===== src/cws_pkg.sv =====
// Shared constants, types and a helper function for the Walsh spreader.
`default_nettype none

package cws_pkg;

    // Default code length; the top level may override it within 2..8.
    localparam int CODE_LEN_DEF = 8;
    localparam int MAX_USERS    = 8;

    localparam int SYM_W   = 2;
    localparam int SUM_W   = 5;
    localparam int IDX_W   = 3;
    localparam int USERS_W = 4;
    localparam int SPC_W   = 4;

    localparam int S_DATA_W = MAX_USERS * SYM_W;
    localparam int M_DATA_W = 8;

    // Active user count and row spacing, settled when the register is written.
    typedef struct packed {
        logic [USERS_W-1:0] n_active;
        logic [SPC_W-1:0]   spacing;
    } cws_cfg_t;

    // Maps a 2-bit symbol code onto -1, 0 or +1; the unused code 10 reads as -1.
    function automatic logic signed [SYM_W-1:0] sym_val(input logic [SYM_W-1:0] raw);
        logic signed [SYM_W-1:0] v;
        case (raw)
            2'b00:   v = 2'sd0;
            2'b01:   v = 2'sd1;
            default: v = -2'sd1;
        endcase
        return v;
    endfunction

endpackage

`default_nettype wire


===== src/cws_cfg.sv =====
// Configuration register: clamps the user count and derives the row spacing.
`default_nettype none

module cws_cfg #(
    parameter int CODE_LEN = cws_pkg::CODE_LEN_DEF
) (
    input  wire logic                          clk,
    input  wire logic                          rst_n,
    input  wire logic                          cfg_we,
    input  wire logic [cws_pkg::USERS_W-1:0]   cfg_wdata,
    output cws_pkg::cws_cfg_t                  cfg
);
    import cws_pkg::*;

    localparam logic [USERS_W-1:0] N_MAX = USERS_W'(CODE_LEN);

    logic [USERS_W-1:0] n_clamp;
    logic [SPC_W-1:0]   spacing_calc;
    cws_cfg_t           cfg_reg;
    cws_cfg_t           cfg_next;

    // Zero users counts as one; more users than code rows saturate.
    always_comb
    begin
        if (cfg_wdata == '0)
            n_clamp = USERS_W'(1);
        else if (cfg_wdata > N_MAX)
            n_clamp = N_MAX;
        else
            n_clamp = cfg_wdata;
    end

    always_comb
    begin
        case (n_clamp)
            4'd1:    spacing_calc = SPC_W'(CODE_LEN / 1);
            4'd2:    spacing_calc = SPC_W'(CODE_LEN / 2);
            4'd3:    spacing_calc = SPC_W'(CODE_LEN / 3);
            4'd4:    spacing_calc = SPC_W'(CODE_LEN / 4);
            4'd5:    spacing_calc = SPC_W'(CODE_LEN / 5);
            4'd6:    spacing_calc = SPC_W'(CODE_LEN / 6);
            4'd7:    spacing_calc = SPC_W'(CODE_LEN / 7);
            4'd8:    spacing_calc = SPC_W'(CODE_LEN / 8);
            default: spacing_calc = SPC_W'(1);
        endcase
    end

    always_comb
    begin
        cfg_next = cfg_reg;
        if (cfg_we)
        begin
            cfg_next.n_active = n_clamp;
            cfg_next.spacing  = spacing_calc;
        end
    end

    // Reset value of eight users clamps to the code length, spacing one.
    always_ff @(posedge clk or negedge rst_n)
    begin
        if (!rst_n)
        begin
            cfg_reg.n_active <= N_MAX;
            cfg_reg.spacing  <= SPC_W'(1);
        end
        else
        begin
            cfg_reg <= cfg_next;
        end
    end

    assign cfg = cfg_reg;

endmodule

`default_nettype wire


===== src/cws_chip.sv =====
// Combinational chip sum: one Walsh chip summed over all active users.
`default_nettype none

module cws_chip #(
    parameter int CODE_LEN = cws_pkg::CODE_LEN_DEF
) (
    input  wire logic [cws_pkg::S_DATA_W-1:0]         syms,
    input  wire logic [$clog2(CODE_LEN)-1:0]          chip_idx,
    input  wire cws_pkg::cws_cfg_t                    cfg,
    output logic signed [cws_pkg::SUM_W-1:0]          chip_sum
);
    import cws_pkg::*;

    localparam int CNT_W  = $clog2(CODE_LEN);
    localparam int PROD_W = SPC_W + 3;

    logic signed [SUM_W-1:0] terms [MAX_USERS];

    // Each active user's row is u * spacing, always below the code length.
    always_comb
    begin
        logic [PROD_W-1:0]       prod;
        logic [CNT_W-1:0]        row;
        logic signed [SYM_W-1:0] s;
        for (int u = 0; u < MAX_USERS; u++)
        begin
            prod = PROD_W'(u) * PROD_W'(cfg.spacing);
            row  = prod[CNT_W-1:0];
            s    = sym_val(syms[u*SYM_W +: SYM_W]);
            if (USERS_W'(u) >= cfg.n_active)
                terms[u] = '0;
            else if (^(row & chip_idx))
                terms[u] = -SUM_W'(s);
            else
                terms[u] = SUM_W'(s);
        end
    end

    always_comb
    begin
        logic signed [SUM_W-1:0] acc;
        acc = '0;
        for (int u = 0; u < MAX_USERS; u++)
            acc = acc + terms[u];
        chip_sum = acc;
    end

endmodule

`default_nettype wire


===== src/cdma_walsh_spreader_top.sv =====
// Top level of the multi-user Walsh-Hadamard CDMA spreader.
//
//  Channel   Direction  Ports                                 Per request
//  s_*       in         s_tvalid s_tready s_tdata s_tlast     one symbol position
//  m_*       out        m_tvalid m_tready m_tdata m_tlast     one chip
//                       m_tuser
//  cfg_*     in         cfg_we cfg_wdata                      num_users write
//
// Each input request yields CODE_LEN chip requests, one per cycle unless the output
// stalls, so the block takes no new input request before the last chip of the current
// one is loaded; the single output channel and its chip counter set that limit.
// A chip is computed combinationally from the holding register and registered in the output register.
// The next input request is taken in the same cycle as the last chip of the
// previous one is loaded, so chips stream without gaps.
// Reset clears the holding and output valid flags, the chip counter and sets
// num_users to CODE_LEN. A stalled output holds its chip and stalls the counter.
`default_nettype none

module cdma_walsh_spreader_top #(
    parameter int CODE_LEN = cws_pkg::CODE_LEN_DEF
) (
    input  wire logic                          clk,
    input  wire logic                          rst_n,
    // Configuration: num_users in cfg_wdata.
    input  wire logic                          cfg_we,
    input  wire logic [cws_pkg::USERS_W-1:0]   cfg_wdata,
    // Input stream.
    input  wire logic                          s_tvalid,
    output logic                               s_tready,
    // s_tdata: sym_0 [1:0], sym_1 [3:2], ... sym_7 [15:14].
    input  wire logic [cws_pkg::S_DATA_W-1:0]  s_tdata,
    // s_tlast: last_symbol.
    input  wire logic                          s_tlast,
    // Output stream.
    output logic                               m_tvalid,
    input  wire logic                          m_tready,
    // m_tdata: chip_sum [4:0], chip_index [7:5].
    output logic [cws_pkg::M_DATA_W-1:0]       m_tdata,
    // m_tlast: last_chip.
    output logic                               m_tlast,
    // m_tuser: end_of_message.
    output logic                               m_tuser
);
    import cws_pkg::*;

    localparam int               CNT_W    = $clog2(CODE_LEN);
    localparam logic [CNT_W-1:0] LAST_IDX = CNT_W'(CODE_LEN - 1);

    cws_cfg_t cfg;

    // Holding register for the symbol position being spread.
    logic                    hold_valid_reg;
    logic                    hold_valid_next;
    logic [S_DATA_W-1:0]     hold_syms_reg;
    logic                    hold_last_reg;
    logic [CNT_W-1:0]        chip_cnt_reg;
    logic [CNT_W-1:0]        chip_cnt_next;

    // Output register.
    logic                    m_tvalid_reg;
    logic                    m_tvalid_next;
    logic [M_DATA_W-1:0]     m_tdata_reg;
    logic                    m_tlast_reg;
    logic                    m_tuser_reg;

    logic                    out_free;
    logic                    advance;
    logic                    final_chip;
    logic                    release_item;
    logic                    s_accept;
    logic signed [SUM_W-1:0] chip_sum;

    cws_cfg #(
        .CODE_LEN (CODE_LEN)
    ) u_cfg (
        .clk       (clk),
        .rst_n     (rst_n),
        .cfg_we    (cfg_we),
        .cfg_wdata (cfg_wdata),
        .cfg       (cfg)
    );

    cws_chip #(
        .CODE_LEN (CODE_LEN)
    ) u_chip (
        .syms     (hold_syms_reg),
        .chip_idx (chip_cnt_reg),
        .cfg      (cfg),
        .chip_sum (chip_sum)
    );

    // A chip is produced whenever an item is held and the output can take it.
    assign out_free     = !m_tvalid_reg || m_tready;
    assign advance      = hold_valid_reg && out_free;
    assign final_chip   = (chip_cnt_reg == LAST_IDX);
    assign release_item = advance && final_chip;

    // The holding register frees up on the cycle its last chip is loaded.
    assign s_tready = !hold_valid_reg || release_item;
    assign s_accept = s_tvalid && s_tready;

    always_comb
    begin
        hold_valid_next = hold_valid_reg;
        if (s_accept)
            hold_valid_next = 1'b1;
        else if (release_item)
            hold_valid_next = 1'b0;
    end

    always_comb
    begin
        chip_cnt_next = chip_cnt_reg;
        if (advance)
            chip_cnt_next = final_chip ? '0 : chip_cnt_reg + CNT_W'(1);
    end

    always_comb
    begin
        m_tvalid_next = m_tvalid_reg;
        if (out_free)
            m_tvalid_next = advance;
    end

    always_ff @(posedge clk or negedge rst_n)
    begin
        if (!rst_n)
        begin
            hold_valid_reg <= 1'b0;
            chip_cnt_reg   <= '0;
            m_tvalid_reg   <= 1'b0;
        end
        else
        begin
            hold_valid_reg <= hold_valid_next;
            chip_cnt_reg   <= chip_cnt_next;
            m_tvalid_reg   <= m_tvalid_next;
        end
    end

    // Payload registers carry no reset.
    always_ff @(posedge clk)
    begin
        if (s_accept)
        begin
            hold_syms_reg <= s_tdata;
            hold_last_reg <= s_tlast;
        end
        if (advance)
        begin
            m_tdata_reg <= {IDX_W'(chip_cnt_reg), chip_sum};
            m_tlast_reg <= final_chip;
            m_tuser_reg <= final_chip && hold_last_reg;
        end
    end

    assign m_tvalid = m_tvalid_reg;
    assign m_tdata  = m_tdata_reg;
    assign m_tlast  = m_tlast_reg;
    assign m_tuser  = m_tuser_reg;

    // End of message can only ride on the last chip of an item.
    a_eom_on_last: assert property (@(posedge clk) disable iff (!rst_n)
        (m_tvalid && m_tuser) |-> m_tlast)
        else $error("end_of_message without last_chip");

    // An item stays held until its last chip has been loaded.
    a_hold_kept: assert property (@(posedge clk) disable iff (!rst_n)
        (advance && !final_chip) |=> hold_valid_reg)
        else $error("item dropped before its last chip");

    // A new item only overwrites a held one on the cycle that one finishes.
    a_no_overwrite: assert property (@(posedge clk) disable iff (!rst_n)
        (s_accept && hold_valid_reg) |-> release_item)
        else $error("held item overwritten");

    // The chip counter moves only when a chip is loaded.
    a_cnt_still: assert property (@(posedge clk) disable iff (!rst_n)
        !advance |=> $stable(chip_cnt_reg))
        else $error("chip counter moved without a chip");

endmodule

`default_nettype wire

===== config.mk =====
export PLATFORM = sky130hd
export DESIGN_NAME = cdma_walsh_spreader_top
export DESIGN_NICKNAME = d
export VERILOG_FILES = /design/src/cws_pkg.sv /design/src/cws_cfg.sv /design/src/cws_chip.sv /design/src/cdma_walsh_spreader_top.sv
export SDC_FILE = /design/constraint.sdc
export NUM_CORES = 1
export LEC_CHECK = 0
export BUFFER_PORTS_ARGS = -buffer_cell sky130_fd_sc_hd__buf_2
export CAP_MARGIN = 15
export CORE_MARGIN = 2
export CORE_UTILIZATION = 55
export CTS_BUF_LIST = sky130_fd_sc_hd__clkbuf_16
export DETAILED_ROUTE_END_ITERATION = 8
export GPL_ROUTABILITY_DRIVEN = 0
export HOLD_SLACK_MARGIN = 0.08
export PLACE_DENSITY_LB_ADDON = 0.25
export SLEW_MARGIN = 10
export SYNTH_ARGS = -nofsm -noshare
export SYNTH_HDL_FRONTEND = slang
export SYNTH_SLANG_ARGS = --single-unit

===== constraint.sdc =====
create_clock -name clk -period 6.7 [get_ports clk]
set_input_delay 0.67 -clock clk [delete_from_list [all_inputs] [get_ports clk]]
set_output_delay 0.67 -clock clk [all_outputs]
set_load 0.02 [all_outputs]

# After elaboration in Yosys (flattened, before gate mapping)
# Memories as Yosys holds them, arrays and structs flattened. A register that Yosys moved wholly into a read port is not among the register bits.
# Cells that the tools add are included.
[classes]
add_sub_neg = 15
n_mul = 4
n_lt_le_gt_ge = 9
eq_ne = 9
mux = 28
bitwise_logic = 7
reduce_logical = 26
[ops]
columns = ["operator", "count"]
rows = [
  ["$mux 5", 15],
  ["$add 5x5->5", 7],
  ["$neg 2->5", 7],
  ["$pmux 2 s2", 8],
  ["$and 3x3->3", 7],
  ["$reduce_xor 3->1", 7],
  ["$eq 2x1->1 const B", 8],
  ["$ge 3x4->1 const A", 4],
  ["$logic_not 2->1", 8],
  ["$ge 1x4->1 const A", 2],
  ["$ge 2x4->1 const A", 2],
  ["$mul 3x4->3 const A", 2],
  ["$mux 4", 2],
  ["$gt 4x4->1 const B", 1],
  ["$logic_and 1x1->1", 4],
  ["$logic_not 4->1", 1],
  ["$mul 2x4->2 const A", 1],
  ["$mul 2x4->3 const A", 1],
  ["$add 3x1->3 const B", 1],
  ["$eq 3x3->1 const B", 1],
  ["$logic_not 1->1", 3],
  ["$mux 3", 1],
  ["$logic_or 1x1->1", 2],
  ["$mux 1", 2],
  ["$reduce_bool 2->1", 1],
]
[totals]
regBits = 36
romBits = 64
input_bits = 26
out_inout_bits = 12
word_cells = 108
mem_count = 1
[memory_table]
columns = ["name", "words", "width", "read_ports", "rd_clocked_by_memory_dff", "wr", "line", "source"]
rows = [
  ["(no name shown)", 16, 4, 1, 1, 0, "cws_cfg.sv:35", "case (n_clamp)"],
]

# Logic depth before layout (Yosys ltp)
# Gate-level depths: netlist (run 1).
[logic_depth]
ltp_word = 12
depth_mapped = 22
ltp_nobuf = 22

# Cells and area by module
# From an unflattened synthesis (run 1), not the netlist that was laid out.
[hier_totals]
cells_unflattened = 192
area_unflattened_um2 = 2504.9
[modules_own_cells]
columns = ["module", "n_inst", "cells_each", "area_per_inst_um2", "seq_area_each_um2"]
rows = [
  ["cdma_walsh_spreader_top", 1, 46, 1082.3, 935.9],
  ["cws_chip", 1, 114, 1052.3, 0.0],
  ["cws_cfg", 1, 32, 370.4, 202.7],
]

# Worst setup path after synthesis (run 1)
# No wires, ideal clock.
[synth_path]
path_type = "reg-to-reg"
from = "register u_cfg.cfg[0] (netlist name)"
to = "register m_tdata_reg[4], in the netlist m_tdata[4], data pin"
t_arrival_ns = 5.016
required_ns = 6.432
slack_ns = 1.416
stages_incl_launch_ff = 22
n_path_buf = 0
period_less_slack_ns = 5.284
cell_sequence = "dfstp_2 -> ha_1 -> nand2_1 -> xor2_1 -> xnor2_1 -> xnor2_1 -> nand2b_1 -> fa_1 -> fa_1 -> inv_1 -> fa_1 -> inv_1 -> fa_1 -> inv_1 -> ha_1 -> inv_1 -> fa_1 -> xor2_1 -> xnor2_1 -> xnor2_1 -> xnor2_1 -> xnor3_1"
[synth_between]
elab_chain_len = 11
word_cells_on_any_way = 39
classes_between = "add/sub (7); mul (4); mux (14); bitwise (7); reduce/logical (7)"
[synth_lines]
columns = ["element", "line", "source"]
rows = [
  ["$and 3x3->3", "cws_chip.sv:32", "else if (^(row & chip_idx))"],
  ["$reduce_xor 3->1", "cws_chip.sv:32", ""],
  ["$mux 5", "cws_chip.sv:32", ""],
  ["$mux 5", "cws_chip.sv:30", "if (USERS_W'(u) >= cfg.n_active)"],
  ["$add 5x5->5 (6 in series)", "cws_chip.sv:44", "acc = acc + terms[u];"],
  ["$add 5x5->5 *", "cws_chip.sv:44", ""],
  ["via chip_sum[4]", "cdma_walsh_spreader_top.sv:71", "logic signed [SUM_W-1:0] chip_sum;"],
  ["end signal, assigned", "cdma_walsh_spreader_top.sv:151", "m_tdata_reg <= {IDX_W'(chip_cnt_reg), chip_sum};"],
  ["end, declared", "cdma_walsh_spreader_top.sv:62", "logic [M_DATA_W-1:0] m_tdata_reg;"],
]
# Mark *: on every way through the listed nets, which the timed path passes. The rest lies on a longest branch.
# A chain may end at the register's enable or synchronous reset.

# Worst setup path after layout (run 1)
[layout_path]
from = "register u_cfg.cfg[0] (netlist name)"
to = "register m_tdata_reg[4], in the netlist m_tdata[4], data pin"
[layout_between]
elab_chain_len = 11
word_cells_on_any_way = 39
classes_between = "add/sub (7); mul (4); mux (14); bitwise (7); reduce/logical (7)"
[layout_lines]
columns = ["element", "line"]
rows = [
  ["$and 3x3->3", "cws_chip.sv:32"],
  ["$reduce_xor 3->1", "cws_chip.sv:32"],
  ["$mux 5", "cws_chip.sv:32"],
  ["$mux 5", "cws_chip.sv:30"],
  ["$add 5x5->5 (6 in series)", "cws_chip.sv:44"],
  ["$add 5x5->5 *", "cws_chip.sv:44"],
  ["via chip_sum[4]", "cdma_walsh_spreader_top.sv:71"],
]
# Marks and branches as above.

==> results.py, run 1 <==
metrics = {
    "floorplan": {
        "core.rowCount": 23,
        "core-area_um2": 4086,
        "die_y_um": 69.97,
        "die_area_um2": 4896,
        "ioPinCount": 38,
        "die_width_um": 69.97,
        "start_util": 0.5857,
    },
    "finish": {
        "num-nets-final": 287,
        "drive_gt1_frac": 0.2288,
        "syn_to_final_growth_pct": 16.05,
        "nFillCells": 316,
        "mostFrequentLayoutCells": "buf_2, inv_1, edfxtp_1",
        "largest_register_ffs": 16,
        "n_antenna_cell": 0,
        "seqCellArea_um2": 1114,
        "multiInputGateArea_um2": 1171,
        "final_util": 0.6797,
        "final_common_cell": "buf_2",
    },
    "timing": {
        "fmax_mhz": 180.7,
        "fin_crit_sh": 0.8258,
        "slew_viol_final": 0,
        "fin_ws_ns": 1.167,
        "maxSlewHeadroom": 0.4846,
        "worst_slew_pin_slew_ns": 0.7731,
        "rsz0062_at_grt": "no",
        "tns_ns": 0,
        "min_period_ns": 5.533,
        "hold_violations": 0,
        "fin_skew_ns": 0.004607,
        "setup_viol": 0,
    },
    "outcome": {
        "status": "finished clean",
    },
    "clock_network": {
        "path_clk_slew_ns": 0.06,
        "cts_tree": "done",
        "cts_hold_buffers": 0,
        "clk_latency_ns": 0.28,
        "numCtsBuffers": 5,
        "cts.htree.levels": 2,
        "post_cts_resized": 0,
        "cts.sinks": 39,
        "cts_setup_buffers": 0,
        "cts-root-buf": "clkbuf_16",
        "cts_buffer_depth": 2,
    },
    "grt": {
        "gr-total-overflow": 0,
        "grt_max_degree": 18,
        "grt_pass1_vias": 1518,
        "grt_pass1_wl_um": 6762,
        "antenna_found_initial": 0,
        "grt_usage": 0.1822,
    },
    "route": {
        "wl_per_cell_um": 13.23,
        "drc": 0,
        "drtAntennaViolNets": 0,
        "vias": 1434,
        "routed_via_density": 5.014,
        "first_pass_iters": 5,
        "wl_um": 3783,
        "drtIter0Drc": 72,
    },
    "worst_setup_path": {
        "cp-end-kind": "flip-flop",
        "critical_path_arrival_ns": 5.56,
        "start_kind": "flip-flop",
        "path_max_fanout": 6,
        "critPathKind": "flip-flop to flip-flop",
        "cp.required_ns": 6.72,
    },
    "placed_design": {
        "preCtsSetupSlack_ns": 1.175,
        "portBuffers": 37,
        "dp_hpwl_um": 3062,
    },
    "yosys": {
        "synth_cell_types": 35,
        "synth_top_area_frac": 0.3387,
        "mappedNetlistArea_um2": 2394,
        "syn_nets": 245,
        "synth_cells": 193,
        "synth-seq-cells": 39,
        "avgSynthCellArea_um2": 12.40,
        "yosysWarnings": 0,
        "synth-seq-area-share": 0.4652,
        "synth_area_leaders": "edfxtp_1, fa_1, dfrtp_1, xnor2_1, inv_1",
        "synth_area_leader_cell": "edfxtp_1",
    },
    "hold_path": {
        "hp-class": "input port to asynchronous set/reset pin",
    },
    "job": {
        "drv_cap": 0,
    },
}
cell type report:
type | instances | share of cell area
clock buffers | 5 | 0.04505
clock inverters | 3 | 0.006757
inverters | 27 | 0.03649
multi-input cells | 125 | 0.4216
flip-flops and latches | 39 | 0.4009
well taps | 50 | 0.02252
repair buffers | 37 | 0.06667
kinds of logic (layout without fill, tap and decap cells):
logic type	count (synthesis)	after routing	synth area share
DFF	39	39	0.4652
AOI/OAI and AO/OA	17	17	0.04810
buffers and inverters	29	72	0.04548
adders and majority gates	26	26	0.1955
muxes	6	6	0.03189
xor gates and xnor gates	25	25	0.1087
and+or+nand+nor	51	51	0.1051
critical path, stage by stage (launching register included):
cell	delay (ns)
dfstp_2	0.58
ha_1	0.27
nand2_1	0.12
xnor3_1	0.24
xnor2_1	0.25
nand2b_1	0.15
fa_1	0.54
fa_1	0.55
inv_1	0.06
fa_1	0.52
inv_1	0.05
fa_1	0.47
inv_1	0.07
ha_1	0.13
inv_1	0.04
fa_1	0.37
xor2_1	0.16
xnor2_1	0.19
xnor2_1	0.15
xnor2_1	0.14
xnor3_1	0.24
per-layer routing:
layer | part of all wire | global-route usage | up-vias | wire length (um)
li1 | - | - | 726 | -
met1 | 0.45 | 0.2308 | 661 | 1685
met2 | 0.48 | 0.2984 | 41 | 1801
met3 | 0.064 | 0.05916 | 6 | 244
met4 | 0.014 | 0.05769 | 0 | 52
met5 | 0 | 0 | - | 0
stage by stage:
step / instances / hold slack, ns / cell area (um2)
2_1_floorplan: 193 / 0.3744 / 2394
3_3_place_gp: 278 / 0.4628 / 2634
5_1_grt: 286 / 0.2671 / 2778
3_5_place_dp: 278 / 0.4842 / 2634
6_report: 286 / 0.2558 / 2778
4_1_cts: 286 / 0.2642 / 2778
cells in the mapped netlist:
| cell type | count |
|---|---|
| a21o_1 | 1 |
| or2_2 | 2 |
| nor2_1 | 11 |
| and2_1 | 3 |
| ha_1 | 7 |
| xnor2_1 | 16 |
| o22ai_1 | 4 |
| a211oi_1 | 1 |
| o22a_1 | 1 |
| mux2i_4 | 1 |
| nor4b_1 | 1 |
| xor2_1 | 6 |
| or2b_1 | 1 |
| o32a_1 | 1 |
| edfxtp_1 | 27 |
| a21oi_1 | 2 |
| nand2_1 | 17 |
| o21a_1 | 1 |
| mux2_2 | 3 |
| dfstp_2 | 2 |
| and3_1 | 1 |
| xnor3_1 | 3 |
| inv_1 | 27 |
| nor3_1 | 2 |
| o21ai_0 | 3 |
| a31oi_1 | 1 |
| clkbuf_1 | 2 |
| a31o_2 | 2 |
| nor2b_1 | 3 |
| nor4_1 | 1 |
| nand2b_1 | 8 |
| nor3b_1 | 1 |
| mux2i_1 | 2 |
| fa_1 | 19 |
| dfrtp_1 | 10 |
path summary, 6_finish.rpt:
| check | slack, ns | cells after the start | start | to |
|---|---|---|---|---|
| setup reg to reg | 1.17 | 20 | u_cfg.cfg[0] | m_tdata[4] |
| hold reg to reg | 0.50 | 1 | hold_valid_reg | m_tvalid |
| hold / removal | 0.26 | 1 | rst_n | u_cfg.cfg[2] |
| setup / recovery | 1.17 | 20 | u_cfg.cfg[0] | m_tdata[4] |
| max in group asynchronous | 6.17 | 1 | rst_n | u_cfg.cfg[0] |
| min in group clk | 0.50 | 1 | hold_valid_reg | m_tvalid |
Power of run 1 is not shown: default switching activity piles up to over one toggle a cycle in this logic, so the estimate is an artifact.
==> run 2, diff against run 1 <==
ABC_AREA = 1   (was unset)
clock period = 5.6 ns   (was 6.7 ns; I/O delays follow)
==> results.py, run 2 <==
metrics = {
    "outcome": {
        "status": "finished clean",
    },
    "finish": {
        "finalInstanceArea_um2": 3069,
        "largest_register_ffs": 16,
        "drive_gt1_frac": 0.2492,
        "syn_to_final_growth_pct": 17.99,
        "mostFrequentLayoutCells": "nand2_1, inv_1, buf_2",
        "final_common_cell": "nand2_1",
        "n_antenna_cell": 0,
        "num-nets-final": 384,
    },
    "timing": {
        "fin_skew_ns": 0.004584,
        "maxSlewHeadroom": 0.5619,
        "fin_crit_sh": 0.9459,
        "worst_slew_pin_slew_ns": 0.6504,
        "min_period_ns": 5.297,
        "hold_violations": 0,
        "hold_slack_ns": 0.1534,
        "slew_viol_final": 0,
        "fmax_mhz": 188.8,
        "fin_ws_ns": 0.3032,
        "setup_viol": 0,
    },
    "yosys": {
        "avgSynthCellArea_um2": 9.224,
        "synth_edf_count": 27,
        "synth_cells": 282,
        "mappedNetlistArea_um2": 2601,
        "ys_top_cells_by_count": "nand2_1, inv_1, edfxtp_1",
        "synth_top_area_frac": 0.3117,
        "yosysWarnings": 0,
        "yosysMostFrequentCell": "nand2_1",
        "synth_area_leader_cell": "edfxtp_1",
        "synth_area_leaders": "edfxtp_1, fa_1, dfrtp_1, nand2_1, inv_1",
        "synth_cell_types": 27,
        "synth-seq-area-share": 0.4281,
        "synth-seq-cells": 39,
        "async_flop_share": 0.3077,
        "synth_top_flop_cell": "edfxtp_1",
        "syn_nets": 334,
    },
    "worst_setup_path": {
        "slowest_delay_ns": 0.59,
        "cp_slowest_cell": "dfstp_2",
        "timing.rr.start": "u_cfg.cfg[0]",
        "rrSetupSlack_ns": 0.30,
        "r2r-end": "m_tdata[4]",
        "path_max_fanout": 6,
        "startpoint": "u_cfg.cfg[0]",
        "start_kind": "flip-flop",
        "critPathKind": "flip-flop to flip-flop",
        "critical_path_arrival_ns": 5.34,
        "r2r_cells": 28,
        "crit_end": "m_tdata[4]",
        "cp.required_ns": 5.64,
        "cpMostUsedCell": "inv_1",
        "cp-end-kind": "flip-flop",
    },
    "placed_design": {
        "dpl-instance-area_um2": 2864,
        "portBuffers": 37,
        "dp_hpwl_um": 3901,
        "preCtsSetupSlack_ns": 0.05325,
    },
    "grt": {
        "grt_usage": 0.2053,
        "antenna_found_initial": 0,
        "gr-total-overflow": 0,
        "grt_max_degree": 18,
        "grt_pass1_wl_um": 8155,
        "grt_pass1_vias": 1905,
    },
    "route": {
        "wl_um": 4853,
        "routed_via_density": 4.897,
        "wl_per_cell_um": 12.54,
        "drc": 0,
        "vias": 1895,
        "first_pass_iters": 4,
        "drtIter0Drc": 60,
        "drtAntennaViolNets": 0,
    },
    "clock_network": {
        "cts_hold_buffers": 0,
        "cts.sinks": 39,
        "path_clk_slew_ns": 0.06,
        "cts.htree.levels": 2,
        "cts_buffer_depth": 2,
        "numCtsBuffers": 5,
        "cts_tree": "done",
        "cts-root-buf": "clkbuf_16",
        "clk_latency_ns": 0.28,
    },
    "floorplan": {
        "die_area_um2": 5295,
        "die_y_um": 72.77,
        "die_width_um": 72.77,
        "start_util": 0.5619,
        "core.rowCount": 25,
        "core-area_um2": 4629,
        "ioPinCount": 38,
    },
    "job": {
        "drv_cap": 0,
    },
    "hold_path": {
        "hp-class": "input port to asynchronous set/reset pin",
    },
}
run 2: per-layer routing:
metal / part of all wire / global-route usage / routed length, um
met5: 0 / 0 / 0
met4: 0.015 / 0.07202 / 75
met3: 0.033 / 0.03729 / 160
met2: 0.53 / 0.3677 / 2567
met1: 0.42 / 0.2477 / 2049
run 2: cell families after synthesis:
group           count (synthesis)  share of synthesized area
xor+xnor                       10                    0.03367
buf+inv                        63                    0.09187
fa+ha+maj                      26                     0.1799
compound gates                 24                    0.04955
flops                          39                     0.4281
simple gates                  120                     0.2169
run 2: worst min path at each step:
stage / depth (start not counted) / end / start
finish: 1 / u_cfg.cfg[6] / rst_n
global route: 1 / u_cfg.cfg[6] / rst_n
CTS: 1 / u_cfg.cfg[4] / rst_n
detailed placement: 1 / u_cfg.cfg[4] / rst_n
global placement: 2 / m_tvalid / hold_valid_reg
floorplan: 0 / chip_cnt_reg[0] / rst_n
run 2: area by class of cell:
type / count / area [um2]
clock buffer: 5 / 125.1
clock inverter: 3 / 15.01
fill: 362 / 1560
inverter: 62 / 234.0
multi-input combinational: 180 / 1276
sequential: 39 / 1114
tap: 54 / 67.56
timing repair buffer: 44 / 237.7
run 2: timing repair:
| action | CTS | global route |
|---|---|---|
| gates resized for setup | 0 | 9 |
| setup buffers | 0 | 5 |
| endpoints found under the setup margin | 0 | 1 |
run 2: worst max-delay path: cells and delay by family (launching register included):
family,cells,cell delay [ns]
buf+inv,7,0.36
fa+ha+maj,7,2.73
simple gates,12,1.09
xor+xnor,2,0.31
flops,1,0.59
run 2: metrics by stage:
stage / utilization / cells / setup TNS (ns)
floorplan: - / 282 / 0
finish: 0.6630 / 387 / 0
detailed placement: 0.6186 / 374 / 0
CTS: 0.6489 / 382 / 0
global route: 0.6630 / 387 / -0.02824
global placement: 0.6186 / 374 / 0
Power of run 2 is left out for the same reason.
